## config.mk

```make
export PLATFORM = sky130hd
export DESIGN_NAME = bdq_cell
export DESIGN_NICKNAME = d
export VERILOG_FILES = /design/src/rtl/core/bdq_pkg.sv /design/src/rtl/core/bdq_cell.sv
export SDC_FILE = /design/constraint.sdc
export NUM_CORES = 1
export LEC_CHECK = 0
export BUFFER_PORTS_ARGS = -buffer_cell sky130_fd_sc_hd__clkbuf_2
export CORE_UTILIZATION = 38
export DETAILED_ROUTE_END_ITERATION = 7
export PLACE_DENSITY = 0.79
export SLEW_MARGIN = 15
export SYNTH_ARGS = -nofsm -noshare
export SYNTH_HDL_FRONTEND = slang
export SYNTH_SLANG_ARGS = --single-unit
```

## constraint.sdc

```tcl
create_clock -name clk -period 2.9 [get_ports clk]
set_input_delay 0.145 -clock clk [delete_from_list [all_inputs] [get_ports clk]]
set_output_delay 0.145 -clock clk [all_outputs]
set_load 0.01 [all_outputs]
```

## src/rtl/core/bdq_pkg.sv

```systemverilog
package bdq_pkg;

    localparam int CAPACITY   = 128;
    localparam int DATA_WIDTH = 32;

    // Wide enough to hold every count from zero to CAPACITY.
    localparam int CNT_W = $clog2(CAPACITY + 1);

    // The read mux is an OR over all cells, split into registered groups.
    localparam int GROUP_SIZE = 16;
    localparam int NUM_GROUPS = (CAPACITY + GROUP_SIZE - 1) / GROUP_SIZE;

    typedef enum logic [3:0] {
        OP_PUSH_BACK   = 4'd0,
        OP_POP_BACK    = 4'd1,
        OP_PUSH_FRONT  = 4'd2,
        OP_POP_FRONT   = 4'd3,
        OP_PUSH_MIDDLE = 4'd4,
        OP_POP_MIDDLE  = 4'd5,
        OP_RESIZE      = 4'd6,
        OP_CLEAR       = 4'd7,
        OP_READ        = 4'd8,
        OP_FRONT       = 4'd9,
        OP_BACK        = 4'd10
    } op_t;

    typedef enum logic [1:0] {
        ST_OK    = 2'd0,
        ST_FULL  = 2'd1,
        ST_EMPTY = 2'd2,
        ST_RANGE = 2'd3
    } status_t;

    typedef enum logic [1:0] {
        ACT_HOLD,
        ACT_INSERT,
        ACT_REMOVE,
        ACT_FILL
    } cell_act_t;

    typedef enum logic [1:0] {
        PH_IDLE,
        PH_GATHER,
        PH_MERGE
    } phase_t;

    // Command broadcast to every cell of the chain.
    typedef struct packed {
        cell_act_t              act;
        logic [CNT_W-1:0]       pos;
        logic [CNT_W-1:0]       fill_hi;
        logic [DATA_WIDTH-1:0]  value;
    } cell_ctrl_t;

    // Read selection broadcast to every cell.
    typedef struct packed {
        logic             en;
        logic [CNT_W-1:0] idx;
    } rd_sel_t;

endpackage

```

## src/rtl/core/bdq_cell.sv

```systemverilog
module bdq_cell (
    input  logic                           clk,
    input  logic [bdq_pkg::CNT_W-1:0]      cell_idx,
    input  bdq_pkg::cell_ctrl_t            ctrl,
    input  bdq_pkg::rd_sel_t               rd_sel,
    input  logic [bdq_pkg::DATA_WIDTH-1:0] left_data,
    input  logic [bdq_pkg::DATA_WIDTH-1:0] right_data,
    output logic [bdq_pkg::DATA_WIDTH-1:0] data,
    output logic [bdq_pkg::DATA_WIDTH-1:0] rd_tap
);
    import bdq_pkg::*;

    logic [DATA_WIDTH-1:0] data_reg;
    logic [DATA_WIDTH-1:0] data_next;

    always_comb
    begin
        data_next = data_reg;
        unique case (ctrl.act)
            ACT_HOLD:
            begin
                data_next = data_reg;
            end
            ACT_INSERT:
            begin
                if (cell_idx > ctrl.pos)
                begin
                    data_next = left_data;
                end
                else if (cell_idx == ctrl.pos)
                begin
                    data_next = ctrl.value;
                end
            end
            ACT_REMOVE:
            begin
                if (cell_idx >= ctrl.pos)
                begin
                    data_next = right_data;
                end
            end
            ACT_FILL:
            begin
                if (cell_idx >= ctrl.pos && cell_idx < ctrl.fill_hi)
                begin
                    data_next = '0;
                end
            end
            default:
            begin
                data_next = data_reg;
            end
        endcase
    end

    always_ff @(posedge clk)
    begin
        data_reg <= data_next;
    end

    assign data   = data_reg;
    assign rd_tap = (rd_sel.en && rd_sel.idx == cell_idx) ? data_reg : '0;

endmodule

```

# Word-level counts from Yosys, hierarchy flattened

Index checks and enable logic that the tools add are counted.
Widths: inputs -> output; s select.

Bits in registers: 32
Bits in latches: 0
Bits in writable memories: 0
Bits in read-only memories: 0
Bits of input ports: 132
Output and inout port bits: 64
Word-level logic and storage cells: 23
Memories: 0

Add/sub/neg operators: 0
Multipliers: 0
Divide/modulo/power cells: 0
Order comparisons: 3
Eq/ne operators: 8
Shift operators: 0
Mux-type cells: 6
Bitwise logic cells: 1
Reduce and logical (&&, ||, !) cells: 4

Operator list:

| operator           | count |
|---|---|
| $mux 32            | 5 |
| $pmux 32 s3        | 1 |
| $eq 8x8->1         | 2 |
| $ge 8x8->1         | 1 |
| $gt 8x8->1         | 1 |
| $lt 8x8->1         | 1 |
| $eq 2x2->1 const B | 2 |
| $ne 2x2->1 const B | 2 |
| $reduce_and 4->1   | 1 |
| $ne 3x3->1 const B | 1 |
| $eq 2x1->1 const B | 1 |
| $logic_and 1x1->1  | 2 |
| $logic_not 2->1    | 1 |
| $not 1->1          | 1 |

# Depth between registers and ports, before layout

Depth after elaboration: 4
Gate-level depth with buffers: 8
Mapped depth without buffers: 7

# Worst setup path after synthesis

No wires, ideal clock.

Kind: input -> register
Start point: input ctrl[37] (netlist bit)
End point: register data_reg[0], in the netlist data[0], enable pin
Arrival time: 2643 ps
Required time: 2459 ps
Path slack: -184 ps
Stages on the path: 7
Buffers on the path: 0
Path through: inv_1 ha_1 a21o_1 a21o_1 a21oi_1 o31ai_1 a31oi_1

Cells in the longest elaborated chain, start to end: 4

Ends and longest elaborated chain:

| element                    | RTL line       | source |
|---|---|---|
| from (decl)                | bdq_cell.sv:4  | `input bdq_pkg::cell_ctrl_t ctrl,` |
| $lt 8x8->1                 | bdq_cell.sv:44 | `if (cell_idx >= ctrl.pos && cell_idx < ctrl.fill_hi)` |
| $logic_and 1x1->1          | bdq_cell.sv:44 |  |
| $ne 2x2->1 (no line)       | n/a            |  |
| $reduce_and 4->1 (no line) | n/a            |  |
| to (signal assigned)       | bdq_cell.sv:58 | `data_reg <= data_next;` |
| to (decl)                  | bdq_cell.sv:13 | `logic [DATA_WIDTH-1:0] data_reg;` |

Every way passes these cells.
A chain may end at the register's enable or synchronous reset.

# Final worst setup path

Start point: input cell_idx[3] (netlist bit)
End point: register data_reg[25], in the netlist data[25] (data pin)

Cells in the longest elaborated chain, start to end: 3

Ends and longest elaborated chain:

| element           | RTL line       | source |
|---|---|---|
| from (decl)       | bdq_cell.sv:3  | `input logic [bdq_pkg::CNT_W-1:0] cell_idx,` |
| $gt 8x8->1        | bdq_cell.sv:26 | `if (cell_idx > ctrl.pos)` |
| $mux 32           | bdq_cell.sv:26 |  |
| $pmux 32 s3       | bdq_cell.sv:19 | `unique case (ctrl.act)` |
| net data_next[25] | bdq_cell.sv:14 | `logic [DATA_WIDTH-1:0] data_next;` |

The timed path passes the listed nets, and every way through them passes these cells.

==> qor.txt <==
Crit. End Element -> flop
fmax -> 0.4808 GHz
layout cells sized above 1 -> 42.94%
count leader, synth -> a21oi_1
TritonCTS Buffers -> 5
cell taking the most area after synthesis -> edfxtp_1
Startpoint Class -> input port
Post-synth ARST share -> 0%
worst path cell trace -> clkbuf_2 > ha_1 > nand4_1 > nor2b_1 > a21bo_2 > nand3_1 > a32oi_1
post_cts resized -> 0
power per cell area -> 374.6 nW/um^2
clock sink count -> 32
port bufs -> 195
first-pass GRT wire length -> 13620 um
Yosys top cell area share -> 35.23%
syn_nets -> 463
top_reg_cell synth -> edfxtp_1
H-tree levels -> 2
Pwr Total -> 1447 uW
setup TNS -> 0 ns
Worst Tran Pin Value -> 0.6677 ns
DR pass1 iterations -> 4
detailed placer's ending HPWL -> 6885 um
CP Max Fanout -> 32
synth top area cells -> edfxtp_1 (35%), a32oi_1 (10%), nand2b_1 (7.6%), and2_1 (7.3%), ha_1 (6.9%)
status -> finished, final reports clean
final setup vio count -> 0
worst rel slew slack -> 55.49%
end of the worst hold path -> data[4]
Die H -> 86.72 um
drt wl/cell -> 14.85 um
drt total wl -> 8894 um
Gate Count Post-Synth -> 316
die area -> 7520 sq um
clk root buf -> clkbuf_8
synth-to-layout area growth -> 41.65%
initial antenna violation count -> 0
Tmin final -> 2.080 ns
residual overflow from global routing -> 0
largest net degree at the start of global routing -> 37
synthesized area -> 2728 sq um
drt drc -> 0
final hold vios -> 0
initial core utilization -> 39.71%
Worst Hold Class -> input port to flop
gp weighted congestion -> 0.8422
Final ANT Viol Nets -> 0
Lkg Pwr -> 0.001860 uW
peak supply drop -> 175.5 uV
First DRT Iteration DRCs -> 108
vias in the first global route -> 3021
Slowest Stage Delay on Critical Path -> 0.63 ns
I/O pins -> 196
vias per cell -> 5.297
synth cell count leaders -> a21oi_1 (36), nand2_1 (33), nand2b_1 (33), nand3_1 (33)
register area share after synthesis -> 35.23%
FP Rows -> 30
Synth warnings -> 0
hold_sp -> right_data[4]
# Max-Cap Violations -> 0
Core Region -> 6869 sq um
total track usage -> 23.32%
Yosys reg bits -> 32
CP arrival -> 2.16 ns
critical path type -> input port to flop
number of synthesized flops with an enable pin -> 32
hold depth -> 3
slowest CP cell -> a21bo_2
routed via count -> 3173
Clock Pin Slew Worst Setup and Hold Paths -> 0.07 ns
Netlist cell types -> 30
Final Cycle Share -> 71.72%
postcts setup bufs -> 0
TritonCTS clock tree -> yes
CTS Hold Bufs -> 0
max-slew violation count -> 0
syn avg cell area -> 8.632 sq um
die width -> 86.72 um
Antenna Cells -> 0
Bufs on Longest Clock Path -> 2
max reg flops -> 32
RSZ-0062 raised after global routing -> false
Nets -> 650
Critical Path RT -> 2.98 ns
-- where the power goes --
part	total, uW	leakage (uW)	internal [uW]	switching (uW)
logic	475	0.00152	212	264
registers	642	0.000298	604	38.8
clock network	330	0.0000410	163	166
-- cell type report --
| type | count | area [sq um] |
|---|---|---|
| well taps | 96 | 120.1 |
| clock buffers | 6 | 72.57 |
| clock inverters | 1 | 5.005 |
| inverters | 15 | 56.30 |
| fillers | 659 | 3005 |
| multi-input cells | 244 | 1598 |
| repair buffers | 205 | 1051 |
| flip-flops and latches | 32 | 960.9 |
-- worst max-delay path, delay by kind of cell --
| family | cells | cell delay [ns] |
|---|---|---|
| AOI/OAI and AO/OA | 2 | 0.94 |
| and+or+nand+nor | 3 | 0.62 |
| adders and majority gates | 1 | 0.32 |
| buffers and inverters | 1 | 0.12 |
-- kinds of logic after synthesis --
family	Yosys count	synth area share, %
AO/OA/AOI/OAI	82	20.64
XOR/XNOR	8	2.569
adder cells (fa/ha/maj)	15	6.881
buffers and inverters	40	6.881
flip-flops	32	35.23
AND/OR/NAND/NOR	139	27.80
-- worst max path at each step --
stage / start / end / slack [ns] / cells after the start
2_1_floorplan: ctrl[37] / data[0] / 0.46 / 7
3_3_place_gp: cell_idx[1] / data[25] / 0.66 / 7
3_5_place_dp: cell_idx[1] / data[25] / 0.55 / 7
4_1_cts: cell_idx[1] / data[25] / 0.85 / 7
5_1_grt: cell_idx[3] / rd_tap[14] / 0.72 / 8
6_report: cell_idx[3] / data[25] / 0.82 / 7
-- routing by layer --
metal	GRT usage [%]	part of all wire, %	up-vias
li1	-	-	1527
met2	43.80	51	150
met5	0	0	-
met4	6.818	1.0	0
met1	27.08	42	1486
met3	3.810	6.3	10
-- layout by cell type (no fill, tap or decap) --
master    count
o21a_1        1
xor2_1        7
nor4_1        1
a32oi_1      32
nor2b_1       2
and2_1       32
o211ai_1      1
o31ai_1       1
clkbuf_8      5
ha_1         15
nor2_1        1
o21ai_0       1
a211oi_1      1
inv_1        15
o22ai_1       1
nand2_1      33
edfxtp_1     32
clkinv_2      1
nand2b_1     33
a21oi_1      36
buf_4        10
o21ai_2       1
nand4_1       3
a21o_1        3
clkbuf_1      1
a21boi_2      1
xnor2_1       1
nand3_1      33
a31oi_1       1
a21bo_2       1
clkbuf_2    195
nor4_4        1
a31oi_4       1
-- stage by stage --
stage	hold slack [ns]	instances	area [sq um]	worst slack [ns]	util, %
final	0.2127	599	3864	0.8202	56.25
after global routing	0.2042	599	3864	0.7157	56.25
after CTS	0.2059	599	3864	0.8488	56.25
after detailed placement	0.5026	592	3786	0.5471	55.12
after global placement	0.4945	592	3786	0.6615	55.12
after floorplan	0.4064	316	2734	0.4552	-
(Power assumes the default switching activity.)
