**src/rtl/core/bdq_pkg.sv**
```systemverilog
package bdq_pkg;

    localparam int CAPACITY   = 128;
    localparam int DATA_WIDTH = 32;

    // Wide enough to hold every count from zero to CAPACITY.
    localparam int CNT_W = $clog2(CAPACITY + 1);

    // The read mux is an OR over all cells, split into registered groups.
    localparam int GROUP_SIZE = 16;
    localparam int NUM_GROUPS = (CAPACITY + GROUP_SIZE - 1) / GROUP_SIZE;

    typedef enum logic [3:0] {
        OP_PUSH_BACK   = 4'd0,
        OP_POP_BACK    = 4'd1,
        OP_PUSH_FRONT  = 4'd2,
        OP_POP_FRONT   = 4'd3,
        OP_PUSH_MIDDLE = 4'd4,
        OP_POP_MIDDLE  = 4'd5,
        OP_RESIZE      = 4'd6,
        OP_CLEAR       = 4'd7,
        OP_READ        = 4'd8,
        OP_FRONT       = 4'd9,
        OP_BACK        = 4'd10
    } op_t;

    typedef enum logic [1:0] {
        ST_OK    = 2'd0,
        ST_FULL  = 2'd1,
        ST_EMPTY = 2'd2,
        ST_RANGE = 2'd3
    } status_t;

    typedef enum logic [1:0] {
        ACT_HOLD,
        ACT_INSERT,
        ACT_REMOVE,
        ACT_FILL
    } cell_act_t;

    typedef enum logic [1:0] {
        PH_IDLE,
        PH_GATHER,
        PH_MERGE
    } phase_t;

    // Command broadcast to every cell of the chain.
    typedef struct packed {
        cell_act_t              act;
        logic [CNT_W-1:0]       pos;
        logic [CNT_W-1:0]       fill_hi;
        logic [DATA_WIDTH-1:0]  value;
    } cell_ctrl_t;

    // Read selection broadcast to every cell.
    typedef struct packed {
        logic             en;
        logic [CNT_W-1:0] idx;
    } rd_sel_t;

endpackage

```
**src/rtl/core/bdq_decode.sv**
```systemverilog
module bdq_decode (
    input  logic                          en,
    input  logic [3:0]                    opcode,
    input  logic [31:0]                   value,
    input  logic [7:0]                    position,
    input  logic [bdq_pkg::CNT_W-1:0]     cur_count,
    output bdq_pkg::cell_ctrl_t           ctrl,
    output bdq_pkg::rd_sel_t              rd_sel,
    output logic [bdq_pkg::CNT_W-1:0]     next_count,
    output bdq_pkg::status_t              status
);
    import bdq_pkg::*;

    logic             full;
    logic             empty;
    logic [CNT_W:0]   cnt_inc;
    logic [CNT_W-1:0] cnt_dec;
    logic [CNT_W-1:0] pos_cnt;
    logic             pos_over;

    assign full     = (int'(cur_count) >= CAPACITY);
    assign empty    = (cur_count == '0);
    assign cnt_inc  = {1'b0, cur_count} + (CNT_W + 1)'(1);
    assign cnt_dec  = cur_count - CNT_W'(1);
    assign pos_over = (int'(position) > CAPACITY);
    assign pos_cnt  = CNT_W'(position);

    always_comb
    begin
        ctrl.act     = ACT_HOLD;
        ctrl.pos     = '0;
        ctrl.fill_hi = '0;
        ctrl.value   = DATA_WIDTH'(value);
        rd_sel.en    = 1'b0;
        rd_sel.idx   = '0;
        next_count   = cur_count;
        status       = ST_OK;

        unique case (opcode)
            OP_PUSH_BACK, OP_PUSH_FRONT, OP_PUSH_MIDDLE:
            begin
                if (full)
                begin
                    status = ST_FULL;
                end
                else
                begin
                    ctrl.act   = ACT_INSERT;
                    next_count = CNT_W'(cnt_inc);
                    if (opcode == OP_PUSH_BACK)
                    begin
                        ctrl.pos = cur_count;
                    end
                    else if (opcode == OP_PUSH_MIDDLE)
                    begin
                        ctrl.pos = CNT_W'(cnt_inc >> 1);
                    end
                end
            end
            OP_POP_BACK, OP_POP_FRONT, OP_POP_MIDDLE:
            begin
                if (empty)
                begin
                    status = ST_EMPTY;
                end
                else
                begin
                    ctrl.act   = ACT_REMOVE;
                    next_count = cnt_dec;
                    if (opcode == OP_POP_BACK)
                    begin
                        ctrl.pos = cnt_dec;
                    end
                    else if (opcode == OP_POP_MIDDLE)
                    begin
                        ctrl.pos = cur_count >> 1;
                    end
                end
            end
            OP_RESIZE:
            begin
                if (pos_over)
                begin
                    status = ST_RANGE;
                end
                else
                begin
                    ctrl.act     = ACT_FILL;
                    ctrl.pos     = cur_count;
                    ctrl.fill_hi = pos_cnt;
                    next_count   = pos_cnt;
                end
            end
            OP_CLEAR:
            begin
                next_count = '0;
            end
            OP_READ, OP_FRONT, OP_BACK:
            begin
                if (empty)
                begin
                    status = ST_EMPTY;
                end
                else if (opcode == OP_FRONT)
                begin
                    rd_sel.en = 1'b1;
                end
                else if (opcode == OP_BACK)
                begin
                    rd_sel.en  = 1'b1;
                    rd_sel.idx = cnt_dec;
                end
                else if (int'(position) >= int'(cur_count))
                begin
                    status = ST_RANGE;
                end
                else
                begin
                    rd_sel.en  = 1'b1;
                    rd_sel.idx = pos_cnt;
                end
            end
            default:
            begin
                status = ST_OK;
            end
        endcase

        // Nothing moves in the chain unless a transaction is accepted.
        if (!en)
        begin
            ctrl.act = ACT_HOLD;
        end
    end

endmodule

```
**config.mk**
```make
export PLATFORM = sky130hd
export DESIGN_NAME = bdq_decode
export DESIGN_NICKNAME = d
export VERILOG_FILES = /design/src/rtl/core/bdq_pkg.sv /design/src/rtl/core/bdq_decode.sv
export SDC_FILE = /design/constraint.sdc
export NUM_CORES = 1
export LEC_CHECK = 0
export BUFFER_PORTS_ARGS = -buffer_cell sky130_fd_sc_hd__buf_2
export CORE_UTILIZATION = 46
export DETAILED_ROUTE_END_ITERATION = 12
export GPL_ROUTABILITY_DRIVEN = 0
export PLACE_DENSITY_LB_ADDON = 0.15
export REMOVE_ABC_BUFFERS = 1
export SLEW_MARGIN = 20
export SYNTH_ARGS = -nofsm -noshare
export SYNTH_HDL_FRONTEND = slang
export SYNTH_SLANG_ARGS = --single-unit
```
**constraint.sdc**
```tcl
create_clock -name vclk -period 4.41
set_input_delay 0.882 -clock vclk [all_inputs]
set_output_delay 0.882 -clock vclk [all_outputs]
set_load 0.02 [all_outputs]
```
# == Word-level counts from Yosys, hierarchy flattened ==
# Cells that the tools add are included.
# W data, S select, Z words.
# word_totals
ff_bits,0
output_inout_bits,69
wordCells,48
# op_classes
addsub,2
n_lt_le_gt_ge,3
n_eq_ne,10
muxes,28
n_reduce_logical,5
# ops
operator,count
$mux W8,8
$mux W9,5
$pmux W8 S4,1
$pmux W10 S3,1
$mux W18,1
$eq A4 B3 Y1 const B,4
$mux W2,7
$eq A4 B4 Y1 const B,3
$mux W10,1
$add A8 B1 Y9 const B,1
$reduce_or A3 Y1,3
$eq A4 B2 Y1 const B,2
$ge A8 B8 Y1,1
$ge A8 B8 Y1 const B,1
$gt A8 B8 Y1 const B,1
$logic_not A8 Y1,1
$pmux W2 S4,1
$sub A8 B1 Y8 const B,1
$mux W7,1
$eq A4 B1 Y1 const B,1
$logic_not A4 Y1,1
$mux W1,2

# == Longest topological paths before layout ==
# Gate-level depths: netlist of the first run.
# depth
ltp_word,6
depth_mapped,9
depth_no_buf,8

# == Least setup slack after synthesis of the first run ==
# No wires, ideal clock.
# synth_timing
path_kind,input -> output
start,input cur_count[6] (netlist name)
end,output rd_sel[8] (netlist name)
arrival_time_ns,2.705
required_ns,3.528
slack_ns,0.823
path_stages,8
path_buffers,2
cell_sequence,clkbuf_1 > inv_1 > ha_1 > a21o_1 > a221oi_2 > buf_4 > nor3_1 > a2111oi_2
# synth_rtl
item,line,text
start: declaration,bdq_decode.sv:6,"input logic [bdq_pkg::CNT_W-1:0] cur_count,"
end: declaration,bdq_decode.sv:8,"output bdq_pkg::rd_sel_t rd_sel,"

==> results.toml, run 1 <==
[outcome]
run_status = "finished, final reports clean"

[critical_path]
cpPeakStageDelay_ns = 0.30
crit_family = "buffers and inverters"
crit_slowest_cell = "nor4_1"
timing.critical_path.cells = "buf_2 > inv_1 > ha_1 > nor4_1 > a21oi_1 > a221oi_2 > buf_4 > nor3_1 > a2111oi_2 > buf_2"
startpoint = "cur_count[2]"
arrival_ns = 2.89
startpoint_type = "primary input"
cp_common_cell = "buf_2"
criticalPathCategory = "primary input to output pin"
end_kind = "output pin"
crit_fanout = 12
worst-path-buf-inv = 4
worstPathRequired_ns = 3.53

[timing]
tightest_slew_ns = 0.676
hold_viol = 0
setup_tns_ns = 0
finalMaxSlewViolations = 0
setup_viol = 0
fin_hold_ws_ns = 1.76
fmax_mhz = 265
rsz0062_at_grt = "no"
period_needed_ns = 3.78
finalWorstSetupSlack_ns = 0.634
slew_headroom_pct = 54.6
finalCritPeriodShare_pct = 85.6

[pwr]
clock_power_share_pct = 0
irDropWorstVdd_mv = 0.0507
seq_power_share_pct = 0
power_leakage_nw = 0.758
p_int_mw = 0.0553
power_mw = 0.159
p_per_area_mw_per_mm2 = 95.3
switching_share_pct = 65.3
p_comb_share_pct = 100.0
p_switching_mw = 0.104

[logic_synthesis]
synth_common_cells = "buf_4, a21oi_1, nor2_1"
synth_most_common_cell = "buf_4"
synth_area_mm2 = 0.00163
synth.avg_cell_area_um2 = 6.64
ys_top_cells_by_area = "buf_4, ha_1, a21oi_1"
synth_top_area_cell = "buf_4"
syn_inst = 246
netlist.area_leader.share_pct = 16.1
ys_warn_count = 0
synth_cell_types = 55
ys_seq_area_share_pct = 0

[global_routing]
grt_pass1_vias = 1557
grt_use_total_pct = 32.7
antenna_found_initial = 0
overflow = 0
grt_pass1_wl_mm = 8.97
grt_max_degree = 29

[layout]
nClkBuffers = 0
num_antenna_cells = 0
finish.utilization_pct = 49.7
final_cells = 306
layout-drive-gt1-share_pct = 28.8
areaGrowthSynthToFinish_pct = 2.45
design_area_mm2 = 0.00167
final_nets = 326
numSequentialCells = 0
seqCellArea_um2 = 0

[placement]
dpl-instance-area_mm2 = 0.00167
dp_slack_ns = 0.648
port_buffers = 58
dp.cells = 306
place_hpwl_mm = 5.17

[worst_hold_path]
min_from = "value[16]"
worstHoldPathType = "primary input to output pin"
hold_depth = 0
hold-path-endpoint = "ctrl[16]"

[detailed_routing]
routed_wl_mm = 6.24
firstDrtPassIters = 4
ant_nets = 0
drtIter0Drc = 150
drc = 0
wl_per_cell_um = 20.4
viasPerCell = 6.12
vias = 1873

[floorplan]
fp.dieH_um = 61.6
floorplan.io_pins = 122
dieArea_mm2 = 0.00379
fp-row-count = 21
die_w_um = 61.6
initial_utilization_pct = 48.5
core_area_mm2 = 0.00336

[flow_run]
max_cap_viol_count = 0

[cts]
cts_setup_buffers = 0
post_cts_resized = 0
cts_hold_buf = 0
-- power groups by stage --
| stage | logic, mW | registers (mW) | clock network [mW] |
|---|---|---|---|
| floorplan | 0.0928 | 0 | 0 |
| finish | 0.159 | 0 | 0 |
| CTS | 0.157 | 0 | 0 |
| global placement | 0.157 | 0 | 0 |
| global route | 0.173 | 0 | 0 |
| detailed placement | 0.156 | 0 | 0 |
-- area by class of cell --
type	count	area [µm²]
Timing Repair Buffer	59	298
Inverter	13	50.0
Fill cell	398	1690
Tap cell	46	57.6
Multi-Input combinational cell	188	1270
-- worst max-delay path by stage --
stage	end	slack, ns	cells after the start
4_1_cts	rd_sel[8]	0.64	10
2_1_floorplan	rd_sel[8]	0.94	7
3_3_place_gp	rd_sel[8]	0.68	10
5_1_grt	rd_sel[8]	0.38	10
6_report	rd_sel[8]	0.63	10
3_5_place_dp	rd_sel[8]	0.65	10
-- routing by layer --
layer,part of all wire [%],global-route usage (%),vias up
met5,0,7.14,-
met4,0,0,0
met3,14,13.7,0
met2,43,49.8,137
met1,44,45.1,849
li1,-,-,887
-- cell usage in the layout (no fill, tap or decap), types with 3 or more instances in the layout --
master	n
a221o_1	3
nor2_1	18
nand2_1	17
a22oi_1	5
inv_1	11
nor3_1	6
nand3b_1	8
o21ai_0	15
ha_1	11
nand2_2	3
nand3_1	9
and2_1	7
nor4_1	6
and3_1	4
nand2b_1	7
a21oi_1	19
o211ai_1	4
xnor2_1	8
buf_2	58
-- cell families (layout without fill, tap and decap cells) --
kind of cell	count (synthesis)	in the layout	synth area share [%]
AOI/OAI and AO/OA	64	64	26.3
and+or+nand+nor	102	102	36.9
buffers and inverters	58	72	22.4
adders and majority gates	11	11	8.43
muxes	1	1	0.613
xor gates and xnor gates	10	10	5.36
(Power assumes the default switching activity.)
==> inputs of run 2 (changes only) <==
--- a/config.mk
+++ b/config.mk
@@ -5,10 +5,9 @@
 export SDC_FILE = /design/constraint.sdc
 export NUM_CORES = 1
 export LEC_CHECK = 0
-export BUFFER_PORTS_ARGS = -buffer_cell sky130_fd_sc_hd__buf_2
-export CORE_UTILIZATION = 46
+export CORE_UTILIZATION = 53
 export DETAILED_ROUTE_END_ITERATION = 12
-export GPL_ROUTABILITY_DRIVEN = 0
+export DONT_BUFFER_PORTS = 1
 export PLACE_DENSITY_LB_ADDON = 0.15
 export REMOVE_ABC_BUFFERS = 1
 export SLEW_MARGIN = 20
==> results.toml, run 2 (synthesis results as in run 1) <==
[timing]
finalCritPeriodShare_pct = 86.3
period_needed_ns = 3.81
tightest_slew_ns = 0.779
fmax_mhz = 263
slew_headroom_pct = 47.2
hold_viol = 0
rsz0062_at_grt = "no"
setup_viol = 0
finalMaxSlewViolations = 0
setup_tns_ns = 0

[layout]
nFillCells = 300
nClkBuffers = 0
final_common_cell = "a21oi_1"
layout-drive-gt1-share_pct = 8.87
finish.utilization_pct = 48.5
seqCellArea_um2 = 0
numSequentialCells = 0
num_antenna_cells = 0
areaGrowthSynthToFinish_pct = -16.0
mostFrequentLayoutCells = "a21oi_1, nor2_1, nand2_1"
final_nets = 269

[detailed_routing]
wl_per_cell_um = 26.9
wl_met1_mm = 2.24
drtIter0Drc = 175
routed_wl_mm = 6.30
dr.max_layer_used = "met4"
wl_met2_mm = 2.86
ant_nets = 0
drc = 9
viasPerCell = 7.31
vias = 1710
firstDrtPassIters = 10
wl_met3_mm = 1.10

[pwr]
irDropWorstVdd_mv = 0.0355
p_per_area_mw_per_mm2 = 85.8
power_leakage_nw = 0.490

[floorplan]
fp-row-count = 19
die_w_um = 57.5
dieArea_mm2 = 0.00331
core_area_mm2 = 0.00283
initial_utilization_pct = 57.7
fp.dieH_um = 57.5
floorplan.io_pins = 122

[global_routing]
grt_max_degree = 29
grt_pass1_wl_mm = 9.36
antenna_found_initial = 0
grt_pass1_vias = 1557
grt_use_total_pct = 37.3
overflow = 0

[outcome]
violations = "DRC"
run_status = "finished, violations left"

[critical_path]
criticalPathCategory = "primary input to output pin"
worstPathRequired_ns = 3.53
arrival_ns = 2.92
end_kind = "output pin"
startpoint_type = "primary input"
crit_fanout = 11

[placement]
place_hpwl_mm = 5.22
port_buffers = 0
gp_congestion = 1.02

[cts]
cts_hold_buf = 0
post_cts_resized = 0
cts_setup_buffers = 0

[worst_hold_path]
worstHoldPathType = "primary input to output pin"

[flow_run]
max_cap_viol_count = 0
[run 2: changes by cell type in the layout (fill, tap and decap cells not counted)]
cell   before  now
buf_2      58    0
buf_4       1    2
[run 2: final timing paths]
| check | start | endpoint | slack, ns | cells after the start |
|---|---|---|---|---|
| min | value[19] | ctrl[19] | 1.76 | 0 |
| max | cur_count[1] | rd_sel[8] | 0.60 | 7 |
[run 2: layer usage]
layer / track usage (%) / up-vias
met5: 11.1 / -
met4: 0 / 0
met3: 18.8 / 6
met2: 62.1 / 143
met1: 44.8 / 792
li1: - / 769
[run 2: worst max-delay path, stage by stage]
cell and delay, ns:
inv_1 0.08, ha_1 0.19, nor4_1 0.31, a21oi_1 0.13
a221oi_2 0.67, nor3_1 0.13, a2111oi_2 0.54
[run 2: final cells by class]
| type | instances | area (µm²) | share of cell area (%) |
|---|---|---|---|
| Timing Repair Buffer | 2 | 15.0 | 1.09 |
| Tap cell | 31 | 38.8 | 2.83 |
| Inverter | 13 | 50.0 | 3.65 |
| Multi-Input combinational cell | 188 | 1270 | 92.4 |
[run 2: per-stage QoR]
stage          power [mW]  area, µm²  hold slack, ns  worst slack, ns  cells
2_1_floorplan      0.0928       1320            1.76            0.936    201
3_3_place_gp        0.115       1370            1.76            0.658    234
3_5_place_dp        0.115       1370            1.76            0.626    234
4_1_cts             0.116       1370            1.76            0.633    234
5_1_grt             0.128       1370            1.76            0.454    234
6_report            0.118       1370            1.76            0.604    234
[run 2: where the power goes]
part	switching, mW	internal, mW	leakage (nW)
combinational	0.0767	0.0410	0.490
clock	0	0	0
sequential	0	0	0
total	0.0767	0.0410	0.490
